[config.mk]
export PLATFORM = sky130hd
export DESIGN_NAME = voice_allocator_adsr_bank
export DESIGN_NICKNAME = d
export VERILOG_FILES = /design/src/rtl/vaab_pkg.sv /design/src/rtl/voice_allocator_adsr_bank.sv /design/src/rtl/vaab_ctrl.sv /design/src/rtl/vaab_dp.sv
export SDC_FILE = /design/constraint.sdc
export NUM_CORES = 2
export LEC_CHECK = 0
export BUFFER_PORTS_ARGS = -buffer_cell sky130_fd_sc_hd__buf_2
export CAP_MARGIN = 20
export CORE_UTILIZATION = 23
export CTS_CLUSTER_SIZE = 30
export DETAILED_ROUTE_END_ITERATION = 12
export SYNTH_ARGS = -nofsm -noshare
export SYNTH_HDL_FRONTEND = slang
export SYNTH_HIERARCHICAL = 1
export SYNTH_SLANG_ARGS = --single-unit
[constraint.sdc]
create_clock -name clock -period 17.8 [get_ports clock]
set_input_delay 2.67 -clock clock [delete_from_list [all_inputs] [get_ports clock]]
set_output_delay 2.67 -clock clock [all_outputs]
set_load 0.01 [all_outputs]
[src/rtl/vaab_pkg.sv]
// Shared types and constants for the voice allocator and envelope bank.
// No dependencies.
`default_nettype none
package vaab_pkg;

   localparam logic [23:0] LEVEL_ONE = 24'd8388608;

   localparam logic [1:0] CMD_TICK    = 2'd0;
   localparam logic [1:0] CMD_NOTE_ON = 2'd1;
   localparam logic [1:0] CMD_NOTE_OFF = 2'd2;
   localparam logic [1:0] CMD_ALL_OFF = 2'd3;

   localparam logic [1:0] MODE_POLY   = 2'd0;
   localparam logic [1:0] MODE_MONO   = 2'd1;
   localparam logic [1:0] MODE_UNISON = 2'd2;

   localparam logic [1:0] STAGE_ATTACK  = 2'd0;
   localparam logic [1:0] STAGE_DECAY   = 2'd1;
   localparam logic [1:0] STAGE_SUSTAIN = 2'd2;
   localparam logic [1:0] STAGE_RELEASE = 2'd3;

   localparam logic [2:0] CSR_MODE    = 3'd0;
   localparam logic [2:0] CSR_MAXV    = 3'd1;
   localparam logic [2:0] CSR_ATTACK  = 3'd2;
   localparam logic [2:0] CSR_DECAY   = 3'd3;
   localparam logic [2:0] CSR_RELEASE = 3'd4;
   localparam logic [2:0] CSR_SUSTAIN = 3'd5;

   // Datapath operation requested by the controller for the current slot.
   typedef enum logic [2:0] {
      OP_NONE    = 3'd0,
      OP_RELALL  = 3'd1,
      OP_NOTEOFF = 3'd2,
      OP_SCAN    = 3'd3,
      OP_START   = 3'd4,
      OP_TICK    = 3'd5
   } op_type;

   typedef struct packed {
      op_type     op;
      logic       first;   // first slot of a scan: reset the candidate
   } cmd_type;

   typedef struct packed {
      logic free_found;   // a free slot was seen in this scan
      logic have_best;    // the scan holds a candidate
      logic report;       // the tick step left the slot active
   } sts_type;

endpackage
`default_nettype wire

[src/rtl/voice_allocator_adsr_bank.sv]
// Top level of the voice allocator and envelope bank.
// Depends on vaab_pkg, vaab_ctrl and vaab_dp.
`default_nettype none
// Each command word walks the voice slots one per clock (a tick walk pauses
// while the output register is stalled), and req_ready stays low until the
// walk ends. A tick walks every slot and then flags the last report; a
// note-off or all-notes-off walks every slot; a note-on scans min(max_voices,
// MAX_VOICES) slots and starts a voice per allocation (UNISON_COUNT allocations
// in unison mode), after an all-notes-off walk in mono mode. A note-on with max_voices
// zero outside mono mode is dropped at once. Each report waits in a hold
// register so that the last flag can be set, then leaves through the output
// register.
module voice_allocator_adsr_bank #(
   parameter int MAX_VOICES   = 16,
   parameter int UNISON_COUNT = 3
) (
   input  wire  logic        clock,
   input  wire  logic        reset,
   input  wire  logic        req_valid,
   output logic              req_ready,
   input  wire  logic [1:0]  req_command,
   input  wire  logic [6:0]  req_note,
   input  wire  logic [6:0]  req_velocity,
   output logic              rsp_valid,
   input  wire  logic        rsp_ready,
   output logic [3:0]        rsp_voice_index,
   output logic [6:0]        rsp_voice_note,
   output logic [6:0]        rsp_voice_velocity,
   output logic [23:0]       rsp_env_level,
   output logic [1:0]        rsp_env_stage,
   output logic [2:0]        rsp_unison_slot,
   output logic              rsp_last,
   input  wire  logic        csr_write,
   input  wire  logic [2:0]  csr_index,
   input  wire  logic [23:0] csr_data
);
   localparam int SW = $clog2(MAX_VOICES);
   localparam int LW = $clog2(MAX_VOICES + 1);

   logic [1:0]  mode_ff;
   logic [4:0]  maxv_ff;
   logic [23:0] att_ff, dec_ff, rel_ff, sus_ff;
   logic [6:0]  note_ff, vel_ff;
   logic [LW-1:0] limit;
   logic [23:0] cap_att, cap_dec, cap_rel, cap_sus;

   vaab_pkg::cmd_type cmd;
   vaab_pkg::sts_type sts;
   logic [SW-1:0] slot;
   logic [2:0] uni;
   logic out_load, out_last_chk, out_free;
   logic [6:0] cur_key, cur_vel;
   logic [23:0] cur_level;
   logic [1:0] cur_stage;
   logic [2:0] cur_uni;

   // Held report: one pending, one in the output register.
   logic hold_ff;
   logic [3:0] h_idx_ff;
   logic [6:0] h_key_ff, h_vel_ff;
   logic [23:0] h_lvl_ff;
   logic [1:0] h_stg_ff;
   logic [2:0] h_uni_ff;

   function automatic logic [23:0] cap_one(input logic [23:0] v);
      cap_one = (v > vaab_pkg::LEVEL_ONE) ? vaab_pkg::LEVEL_ONE : v;
   endfunction

   assign cap_att = cap_one(att_ff);
   assign cap_dec = cap_one(dec_ff);
   assign cap_rel = cap_one(rel_ff);
   assign cap_sus = cap_one(sus_ff);
   assign limit = (32'(maxv_ff) > MAX_VOICES) ? LW'(MAX_VOICES) : LW'(maxv_ff);

   // Configuration registers.
   always_ff @(posedge clock) begin
      if (reset) begin
         mode_ff <= 2'd0;
         maxv_ff <= 5'd8;
         att_ff  <= 24'd175;
         dec_ff  <= 24'd66;
         rel_ff  <= 24'd41;
         sus_ff  <= 24'd5872026;
      end else if (csr_write) begin
         case (csr_index)
            vaab_pkg::CSR_MODE:    mode_ff <= csr_data[1:0];
            vaab_pkg::CSR_MAXV:    maxv_ff <= csr_data[4:0];
            vaab_pkg::CSR_ATTACK:  att_ff  <= csr_data;
            vaab_pkg::CSR_DECAY:   dec_ff  <= csr_data;
            vaab_pkg::CSR_RELEASE: rel_ff  <= csr_data;
            vaab_pkg::CSR_SUSTAIN: sus_ff  <= csr_data;
            default: ;
         endcase
      end
   end

   // Capture the command word's payload.
   always_ff @(posedge clock) begin
      if (req_valid && req_ready) begin
         note_ff <= req_note;
         vel_ff  <= req_velocity;
      end
   end

   vaab_ctrl #(.MAX_VOICES(MAX_VOICES), .UNISON_COUNT(UNISON_COUNT)) u_ctrl (
      .clock, .reset, .req_valid, .req_ready, .req_command,
      .mode(mode_ff), .limit, .cmd, .slot, .uni, .sts,
      .out_load, .out_last_chk, .out_free
   );

   vaab_dp #(.MAX_VOICES(MAX_VOICES)) u_dp (
      .clock, .reset, .cmd, .slot, .uni,
      .note_in(note_ff), .vel_in(vel_ff),
      .attack(cap_att), .decay(cap_dec), .release_s(cap_rel), .sustain(cap_sus),
      .sts, .cur_key, .cur_vel, .cur_level, .cur_stage, .cur_uni
   );

   // A report waits in the hold register until the next one (or the end of
   // the tick) tells whether it is the last; then it moves to the output.
   assign out_free = !rsp_valid || rsp_ready;

   always_ff @(posedge clock) begin
      if (reset) begin
         hold_ff   <= 1'b0;
         rsp_valid <= 1'b0;
      end else if (out_free) begin
         rsp_valid <= 1'b0;
         if (out_load) begin
            hold_ff <= 1'b1;
            if (hold_ff) rsp_valid <= 1'b1;
         end else if (out_last_chk) begin
            hold_ff <= 1'b0;
            if (hold_ff) rsp_valid <= 1'b1;
         end
      end
   end

   always_ff @(posedge clock) begin
      if (out_free && (out_load || out_last_chk)) begin
         rsp_voice_index    <= h_idx_ff;
         rsp_voice_note     <= h_key_ff;
         rsp_voice_velocity <= h_vel_ff;
         rsp_env_level      <= h_lvl_ff;
         rsp_env_stage      <= h_stg_ff;
         rsp_unison_slot    <= h_uni_ff;
         rsp_last           <= out_last_chk;
      end
      if (out_free && out_load) begin
         h_idx_ff <= 4'(slot);
         h_key_ff <= cur_key;
         h_vel_ff <= cur_vel;
         h_lvl_ff <= cur_level;
         h_stg_ff <= cur_stage;
         h_uni_ff <= cur_uni;
      end
   end
endmodule
`default_nettype wire

[src/rtl/vaab_ctrl.sv]
// Controller for the voice bank: walks the slots for each command word.
// Depends on vaab_pkg.
`default_nettype none
module vaab_ctrl #(
   parameter int MAX_VOICES   = 16,
   parameter int UNISON_COUNT = 3
) (
   input  wire  logic                 clock,
   input  wire  logic                 reset,
   input  wire  logic                 req_valid,
   output logic                       req_ready,
   input  wire  logic [1:0]           req_command,
   input  wire  logic [1:0]           mode,
   input  wire  logic [$clog2(MAX_VOICES+1)-1:0] limit,
   output vaab_pkg::cmd_type          cmd,
   output logic [$clog2(MAX_VOICES)-1:0] slot,
   output logic [2:0]                 uni,
   input  vaab_pkg::sts_type          sts,
   output logic                       out_load,
   output logic                       out_last_chk,
   input  wire  logic                 out_free
);
   localparam int SW = $clog2(MAX_VOICES);
   localparam logic [SW-1:0] SLOT_LAST = SW'(MAX_VOICES - 1);

   typedef enum logic [6:0] {
      ST_IDLE   = 7'b0000001,
      ST_RELALL = 7'b0000010,
      ST_OFF    = 7'b0000100,
      ST_SCAN   = 7'b0001000,
      ST_START  = 7'b0010000,
      ST_TICK   = 7'b0100000,
      ST_EMIT   = 7'b1000000
   } state_type;

   state_type state_ff, state_in;
   logic [SW-1:0] slot_ff, slot_in;
   logic [2:0] uni_ff, uni_in;
   logic [1:0] kind_ff, kind_in;
   logic [SW:0] slot_ext;

   assign slot     = slot_ff;
   assign uni      = uni_ff;
   assign slot_ext = {1'b0, slot_ff};
   assign req_ready = (state_ff == ST_IDLE);

   // Next-state logic: one slot per cycle in every walk, the tick walk only while out_free is high.
   always_comb begin
      state_in = state_ff;
      slot_in  = slot_ff;
      uni_in   = uni_ff;
      kind_in  = kind_ff;
      cmd.op   = vaab_pkg::OP_NONE;
      cmd.first = (slot_ff == '0);
      out_load = 1'b0;
      out_last_chk = 1'b0;
      case (state_ff)
         ST_IDLE: begin
            slot_in = '0;
            uni_in  = '0;
            if (req_valid) begin
               kind_in = req_command;
               case (req_command)
                  vaab_pkg::CMD_TICK:     state_in = ST_TICK;
                  vaab_pkg::CMD_NOTE_OFF: state_in = ST_OFF;
                  vaab_pkg::CMD_ALL_OFF:  state_in = ST_RELALL;
                  default: begin
                     if (mode == vaab_pkg::MODE_MONO) state_in = ST_RELALL;
                     else if (limit == '0) state_in = ST_IDLE;
                     else state_in = ST_SCAN;
                  end
               endcase
            end
         end
         ST_RELALL: begin
            cmd.op = vaab_pkg::OP_RELALL;
            slot_in = slot_ff + 1'b1;
            if (slot_ff == SLOT_LAST) begin
               slot_in = '0;
               if (kind_ff == vaab_pkg::CMD_NOTE_ON && limit != '0) state_in = ST_SCAN;
               else state_in = ST_IDLE;
            end
         end
         ST_OFF: begin
            cmd.op = vaab_pkg::OP_NOTEOFF;
            slot_in = slot_ff + 1'b1;
            if (slot_ff == SLOT_LAST) state_in = ST_IDLE;
         end
         ST_SCAN: begin
            cmd.op = vaab_pkg::OP_SCAN;
            slot_in = slot_ff + 1'b1;
            if (slot_ext + 1'b1 >= limit) begin
               slot_in  = '0;
               state_in = ST_START;
            end
         end
         ST_START: begin
            cmd.op = vaab_pkg::OP_START;
            state_in = ST_IDLE;
            if (mode == vaab_pkg::MODE_UNISON && 32'(uni_ff) + 1 < UNISON_COUNT) begin
               uni_in   = uni_ff + 1'b1;
               state_in = ST_SCAN;
            end
         end
         ST_TICK: begin
            cmd.op = vaab_pkg::OP_TICK;
            if (out_free) begin
               if (sts.report) out_load = 1'b1;
               slot_in = slot_ff + 1'b1;
               if (slot_ff == SLOT_LAST) state_in = ST_EMIT;
            end else begin
               cmd.op = vaab_pkg::OP_NONE;
            end
         end
         ST_EMIT: begin
            // Flag the held report as the final one of the tick.
            out_last_chk = 1'b1;
            if (out_free) state_in = ST_IDLE;
         end
         default: state_in = ST_IDLE;
      endcase
   end

   always_ff @(posedge clock) begin
      if (reset) begin
         state_ff <= ST_IDLE;
         slot_ff  <= '0;
         uni_ff   <= '0;
         kind_ff  <= '0;
      end else begin
         state_ff <= state_in;
         slot_ff  <= slot_in;
         uni_ff   <= uni_in;
         kind_ff  <= kind_in;
      end
   end
endmodule
`default_nettype wire

[src/rtl/vaab_dp.sv]
// Datapath for the voice bank: per-slot voice state, steal scan and envelope step.
// Depends on vaab_pkg.
`default_nettype none
module vaab_dp #(
   parameter int MAX_VOICES = 16
) (
   input  wire  logic                 clock,
   input  wire  logic                 reset,
   input  vaab_pkg::cmd_type          cmd,
   input  wire  logic [$clog2(MAX_VOICES)-1:0] slot,
   input  wire  logic [2:0]           uni,
   input  wire  logic [6:0]           note_in,
   input  wire  logic [6:0]           vel_in,
   input  wire  logic [23:0]          attack,
   input  wire  logic [23:0]          decay,
   input  wire  logic [23:0]          release_s,
   input  wire  logic [23:0]          sustain,
   output vaab_pkg::sts_type          sts,
   output logic [6:0]                 cur_key,
   output logic [6:0]                 cur_vel,
   output logic [23:0]                cur_level,
   output logic [1:0]                 cur_stage,
   output logic [2:0]                 cur_uni
);
   localparam int SW = $clog2(MAX_VOICES);

   logic [MAX_VOICES-1:0] act_ff;
   logic [1:0]  stage_ff [MAX_VOICES];
   logic [23:0] level_ff [MAX_VOICES];
   logic [6:0]  key_ff   [MAX_VOICES];
   logic [6:0]  vel_ff   [MAX_VOICES];
   logic [2:0]  uni_ff   [MAX_VOICES];

   logic [SW-1:0] best_ff, best_in, free_ff, free_in;
   logic free_found_ff, free_found_in, have_ff, have_in;
   logic [SW-1:0] tgt;

   logic [24:0] sum, dif;
   logic [23:0] lvl_new;
   logic [1:0]  stg_new;
   logic        act_new;

   // Current slot view for the tick step.
   assign cur_key   = key_ff[slot];
   assign cur_vel   = vel_ff[slot];
   assign cur_uni   = uni_ff[slot];
   assign cur_level = lvl_new;
   assign cur_stage = stg_new;

   assign sts.free_found = free_found_ff;
   assign sts.have_best  = have_ff;
   assign sts.report     = act_ff[slot] && act_new;

   // Envelope step for the current slot.
   always_comb begin
      sum = {1'b0, level_ff[slot]} + {1'b0, attack};
      dif = 25'd0;
      lvl_new = level_ff[slot];
      stg_new = stage_ff[slot];
      act_new = act_ff[slot];
      case (stage_ff[slot])
         vaab_pkg::STAGE_ATTACK: begin
            if (sum >= {1'b0, vaab_pkg::LEVEL_ONE}) begin
               lvl_new = vaab_pkg::LEVEL_ONE;
               stg_new = vaab_pkg::STAGE_DECAY;
            end else lvl_new = sum[23:0];
         end
         vaab_pkg::STAGE_DECAY: begin
            dif = {1'b0, level_ff[slot]} - {1'b0, decay};
            if (dif[24] || dif[23:0] <= sustain) begin
               lvl_new = sustain;
               stg_new = vaab_pkg::STAGE_SUSTAIN;
            end else lvl_new = dif[23:0];
         end
         vaab_pkg::STAGE_SUSTAIN: lvl_new = level_ff[slot];
         default: begin
            dif = {1'b0, level_ff[slot]} - {1'b0, release_s};
            if (dif[24] || dif[23:0] == '0) begin
               lvl_new = '0;
               act_new = 1'b0;
            end else lvl_new = dif[23:0];
         end
      endcase
   end

   // Steal scan: first free slot, else an order-dependent release/low-note pick.
   always_comb begin
      free_found_in = free_found_ff;
      free_in = free_ff;
      best_in = best_ff;
      have_in = have_ff;
      if (cmd.op == vaab_pkg::OP_SCAN) begin
         if (cmd.first) begin
            free_found_in = !act_ff[slot];
            free_in = slot;
            best_in = slot;
            have_in = 1'b1;
         end else begin
            if (!free_found_ff && !act_ff[slot]) begin
               free_found_in = 1'b1;
               free_in = slot;
            end
            if (stage_ff[slot] == vaab_pkg::STAGE_RELEASE &&
                stage_ff[best_ff] != vaab_pkg::STAGE_RELEASE) best_in = slot;
            else if (key_ff[slot] < key_ff[best_ff]) best_in = slot;
         end
      end
      tgt = free_found_ff ? free_ff : best_ff;
   end

   always_ff @(posedge clock) begin
      free_found_ff <= free_found_in;
      free_ff <= free_in;
      best_ff <= best_in;
      have_ff <= have_in;
   end

   // Voice state update.
   always_ff @(posedge clock) begin
      if (reset) begin
         act_ff <= '0;
         for (int i = 0; i < MAX_VOICES; i++) begin
            stage_ff[i] <= vaab_pkg::STAGE_ATTACK;
            level_ff[i] <= '0;
            key_ff[i]   <= 7'd60;
            vel_ff[i]   <= 7'd102;
            uni_ff[i]   <= '0;
         end
      end else begin
         case (cmd.op)
            vaab_pkg::OP_RELALL:
               if (act_ff[slot]) stage_ff[slot] <= vaab_pkg::STAGE_RELEASE;
            vaab_pkg::OP_NOTEOFF:
               if (act_ff[slot] && key_ff[slot] == note_in)
                  stage_ff[slot] <= vaab_pkg::STAGE_RELEASE;
            vaab_pkg::OP_START: begin
               act_ff[tgt]   <= 1'b1;
               stage_ff[tgt] <= vaab_pkg::STAGE_ATTACK;
               level_ff[tgt] <= '0;
               key_ff[tgt]   <= note_in;
               vel_ff[tgt]   <= vel_in;
               uni_ff[tgt]   <= uni;
            end
            vaab_pkg::OP_TICK:
               if (act_ff[slot]) begin
                  act_ff[slot]   <= act_new;
                  stage_ff[slot] <= stg_new;
                  level_ff[slot] <= lvl_new;
               end
            default: ;
         endcase
      end
   end
endmodule
`default_nettype wire

; After elaboration in Yosys (flattened, before gate mapping)
; Memories as Yosys holds them, arrays and structs flattened. A register that Yosys moved wholly into a read port is not among the register bits.
; Cells that the tools add are included.
[word_totals]
register_bits = 245
latchBits = 0
ram_bits = 688
mem_bits_ro = 0
inputBits = 48
out_inout_bits = 50
wordCells = 256
n_memories = 5
[memory_table]
columns = memory, words, word_bits, rd, rd_ports_with_merged_regs, write_ports, line_no
row1 = u_dp.level_ff, 16, 24, 1, 1, 16, vaab_dp.sv:29  ; logic [23:0] level_ff [MAX_VOICES];
row2 = u_dp.key_ff, 16, 7, 2, 2, 16, vaab_dp.sv:30  ; logic [6:0] key_ff [MAX_VOICES];
row3 = u_dp.vel_ff, 16, 7, 1, 1, 16, vaab_dp.sv:31  ; logic [6:0] vel_ff [MAX_VOICES];
row4 = u_dp.uni_ff, 16, 3, 1, 1, 16, vaab_dp.sv:32  ; logic [2:0] uni_ff [MAX_VOICES];
row5 = u_dp.stage_ff, 16, 2, 2, 2, 16, vaab_dp.sv:28  ; logic [1:0] stage_ff [MAX_VOICES];
[op_classes]
n_addsub = 7
multipliers = 0
div_mod_pow = 0
n_lt_le_gt_ge = 14
n_eq_ne = 37
shift = 0
mux = 108
n_bitwise = 3
n_reduce_logical = 53
[ops]
columns = operator, n
row1 = 24-bit two-way mux, 9
row2 = 4-bit two-way mux, 27
row3 = "24-bit > comparator, second input constant", 4
row4 = 24-bit case mux with 3 select lines, 1
row5 = 7-bit two-way mux, 10
row6 = 24-bit by 24-bit subtractor with 25-bit output, 2
row7 = 7-bit case mux with 7 select lines, 1
row8 = 24-bit OR reduction, 2
row9 = 1-bit two-way mux, 39
row10 = "32-bit by 2-bit < comparator with 1-bit output, second input constant", 1
row11 = 16-bit case mux with 2 select lines, 1
row12 = 2-bit AND reduction, 13
row13 = 24-bit by 24-bit adder with 25-bit output, 1
row14 = "25-bit by 24-bit greater-or-equal comparator with 1-bit output, second input constant", 1
row15 = 24-bit less-or-equal comparator, 1
row16 = 24-bit zero test, 1
row17 = 7-bit case mux with 3 select lines, 1
row18 = 4-bit case mux with 5 select lines, 1
row19 = 16-bit bitwise mux, 1
row20 = 16-bit two-way mux, 1
row21 = 16-bit bitwise OR, 1
row22 = 3-bit case mux with 5 select lines, 1
row23 = 7-bit OR reduction, 2
row24 = "3-bit by 2-bit == test with 1-bit output, second input constant", 4
row25 = other kinds (45), 96

; Logic depth before layout (Yosys ltp)
[depth]
ltp_word = 13
depth_mapped = 29
depth_no_buf = 22

; Modules after synthesis
; Netlist, hierarchy kept.
[by_module_without_submodules]
columns = mod, n_inst, cells_per_inst, area_per_inst_um2, seq_area_each_um2
row1 = vaab_dp, 1, 3156, 39925.8, 21330.5
row2 = voice_allocator_adsr_bank, 1, 682, 7718.7, 5375.2
row3 = vaab_ctrl, 1, 161, 1288.7, 320.3

; Least setup slack after synthesis
; Ideal clock, no wire load.
[synth_path]
kind = register to register
startpoint = register u_ctrl.slot_ff[1], in the netlist u_ctrl/slot[1]
endpoint = register rsp_env_level[0], enable pin
setup_time_ps = 454
arrival_time_ps = 6856
required_time_ps = 17346
setup_slack_ps = 10490
path_stages_with_launch = 22
path_buffers = 6
period_less_slack_ps = 7310
cell_sequence = dfxtp_1 -> buf_4 -> buf_2 -> buf_1 -> clkbuf_1 -> mux4_2 -> mux4_2 -> ha_1 -> clkbuf_1 -> nand3_1 -> and2_1 -> a211oi_2 -> nor4_1 -> nor4_1 -> a311oi_1 -> nand4_1 -> o21ai_2 -> buf_6 -> a21boi_1 -> and3_1 -> nor2_1 -> nor2_1
[synth_lines]
columns = element, line_no
row1 = start: declaration, vaab_ctrl.sv:37  ; logic [SW-1:0] slot_ff, slot_in;
row2 = start signal: assignment, vaab_ctrl.sv:132  ; slot_ff <= slot_in;
row3 = end signal: assignment, voice_allocator_adsr_bank.sv:143  ; rsp_env_level <= h_lvl_ff;
row4 = end: declaration, voice_allocator_adsr_bank.sv:29  ; output logic [23:0] rsp_env_level,

==> qor.txt <==
Setup TNS -> 0 ns
Worst Setup Path Type -> flop to flop
Reg-to-Reg End -> u_dp/level_ff[6][18]
clk root buf -> clkbuf_16
Leakage -> 18.43 nW
reg2reg start -> u_ctrl/slot[0]
Post-CTS Setup Inserts -> 0
RSZ-0062 raised after global routing -> no
DR vias/cell -> 4.897
post-cts resize count -> 0
pin count of the biggest net entering global routing -> 95
GRT Total Usage -> 0.1392
NumNets Final -> 4,163
fraction of layout cells with a size suffix above 1 -> 0.1831
routed len/inst -> 22.39 um
Final Hold Violating Endpoints -> 0
CTS H-tree depth -> 3
max_slew headroom -> 0.2217
critical path startpoint category -> flop
Die Ht -> 463.2 um
final wirelength -> 154,200 um
CP arrival -> 9.54 ns
Hold Crit Start -> h_lvl_ff[11]
core region area -> 210,400 um2
CTS Hold Buffers Added -> 0
die area -> 214,500 um2
Hold WC Path Type -> flop to flop
worst skew pair latency -> 0.71 ns
critical path's top delay family -> simple AND/OR/NAND/NOR gates
CTS tree -> yes
DR iter-0 viols -> 3,864
first-pass GRT wire length -> 223,500 um
Syn Nets -> 4,159
Clock transition at path regs -> 0.07 ns
TritonRoute pass-1 iters -> 6
GP Congestion -> 0.8960
CP max FO -> 43
Final ANT Viol Nets -> 0
CP required -> 18.21 ns
Syn Std Cell Area -> 48,910 um2
max cap viols -> 0
CP endpoint kind -> flop
Final Max Slew Viols -> 0
Starting Density -> 0.2325
Tmin final -> 9.131 ns
Finish-stage setup viols -> 0
crit-path max cell delay -> 0.93 ns
vias post-DR -> 33,729
status -> completed
IO Port Bufs -> 97
final worst-path cycle share -> 0.5130
io pins -> 98
power per standard cell area -> 99.13 nW/um2
Die W -> 463.2 um
clock skew -> 0.04358 ns
total CTS buffers -> 95
VDD IR max -> 0.08167 mV
grt total ovfl -> 0
syn_area_per_cell -> 12.24 um2
Critical Path Slowest Stage Cell -> nor4_4
clock buffer depth -> 3
CP dominant cell by count -> buf_4
dpl hpwl -> 98,380 um
crit path cell chain -> buf_4, buf_4, mux4_2, mux4_2, ha_1, a21oi_1, a31oi_1, or3_1, and3_1, o21a_1, nor4_1, nor2_1, ha_1, and4_1, nand2_1, nor3_1, o31a_1, o21a_1, a21oi_1, buf_4, a22o_1, nor4_4, nor2_1
Yosys warning total -> 6
Layout Area Growth over Synthesis -> 14.59%
number of buffers and inverters on the critical path -> 3
Fin Hold WS -> 0.4179 ns
initial antenna violation count -> 13
Hold Path Cell Cnt -> 0
FMAX -> 0.1095 GHz
Syn Inst Count -> 3,996
Hold EP -> rsp_env_level[11]
worst slew pin tran -> 1.157 ns
drt drc -> 0
number of global-route vias before repair -> 32,664
Non-Filler Instances -> 6,887
row count -> 168
# placed instances -> 6,694
clock sinks -> 947
reg2reg setup slack -> 8.67 ns
Reg2Reg Depth -> 23
==> registers in the layout, indices dropped and copies added, names as in the netlist, 5 cells and up, named ones only <==
| signal | cells |
|---|---|
| att_ff | 24 |
| dec_ff | 24 |
| h_key_ff | 7 |
| h_lvl_ff | 24 |
| h_vel_ff | 7 |
| maxv_ff | 5 |
| note_ff | 7 |
| rel_ff | 24 |
| rsp_env_level | 24 |
| rsp_voice_note | 7 |
| rsp_voice_velocity | 7 |
| sus_ff | 24 |
| u_ctrl/state_ff | 7 |
| u_dp/act_ff | 16 |
| u_dp/key_ff | 112 |
| u_dp/level_ff | 384 |
| u_dp/stage_ff | 32 |
| u_dp/uni_ff | 48 |
| u_dp/vel_ff | 112 |
| vel_ff | 7 |
==> routing by layer <==
| metal | up-vias | GRT usage | share of wire |
|---|---|---|---|
| met2 | 1476 | 0.2324 | 0.48 |
| met5 | - | 0 | 0.00027 |
| met3 | 263 | 0.02136 | 0.075 |
| met4 | 8 | 0.03967 | 0.026 |
| met1 | 17134 | 0.1855 | 0.42 |
| li1 | 14848 | - | - |
==> through the flow <==
stage	setup slack, ns	area [um2]	total power, mW	util
2_1_floorplan	10.49	48910	3.200	-
3_3_place_gp	8.723	52390	3.460	0.2490
3_5_place_dp	8.681	52500	3.475	0.2495
4_1_cts	8.648	55740	5.579	0.2649
5_1_grt	8.049	56050	5.751	0.2664
6_report	8.669	56050	5.556	0.2664
==> report_power, final <==
group,switching [mW],leakage (nW),internal [mW]
Combinational,0.600,7.99,0.318
Clock,0.918,1.57,1.19
Sequential,0.0622,8.87,2.47
==> worst max path at each step <==
stage                       endpoint  cells past startpoint  slack (ns)           start
5_1_grt         u_dp/level_ff[6][22]                     23        8.05  u_ctrl/slot[0]
2_1_floorplan       rsp_env_level[0]                     21       10.49  u_ctrl/slot[1]
4_1_cts         u_dp/level_ff[7][22]                     23        8.65  u_ctrl/slot[0]
6_report        u_dp/level_ff[6][18]                     23        8.67  u_ctrl/slot[0]
3_5_place_dp   u_dp/level_ff[12][22]                     23        8.68  u_ctrl/slot[0]
3_3_place_gp    u_dp/level_ff[6][22]                     23        8.72  u_ctrl/slot[0]
==> placed cells by master (no fill, tap or decap), types with 13 or more instances in the layout <==
cell and count:
o211ai_1 16, nand2b_1 16, edfxtp_1 806, o21a_1 29, clkbuf_1 14, buf_4 80
o21bai_1 25, clkbuf_16 95, mux4_2 254, nor2_1 495, mux2i_1 20, o21ai_0 91
nand3b_1 28, nand4_1 28, o211a_1 13, a31oi_1 20, a21oi_1 210, a21o_1 43
nor3_1 52, nand2_1 325, ha_1 112, dfxtp_1 135, nand3_1 41, buf_2 96
clkinv_2 20, nor2b_1 124, or2_2 22, inv_2 14, o21bai_4 16, a211oi_1 48
and2_1 160, or3_1 141, inv_1 125, a211oi_2 17, xnor2_1 43
==> area by class of cell <==
cell class	instances	area, um2
Fill cell	21539	154400
Sequential cell	947	27040
Multi-Input combinational cell	2620	20210
Tap cell	2805	3510
Clock buffer	115	2495
Timing Repair Buffer	196	1510
Clock inverter	62	745.7
Inverter	140	526.8
Antenna cell	2	5.005
Power figures use the tool's default switching activity.
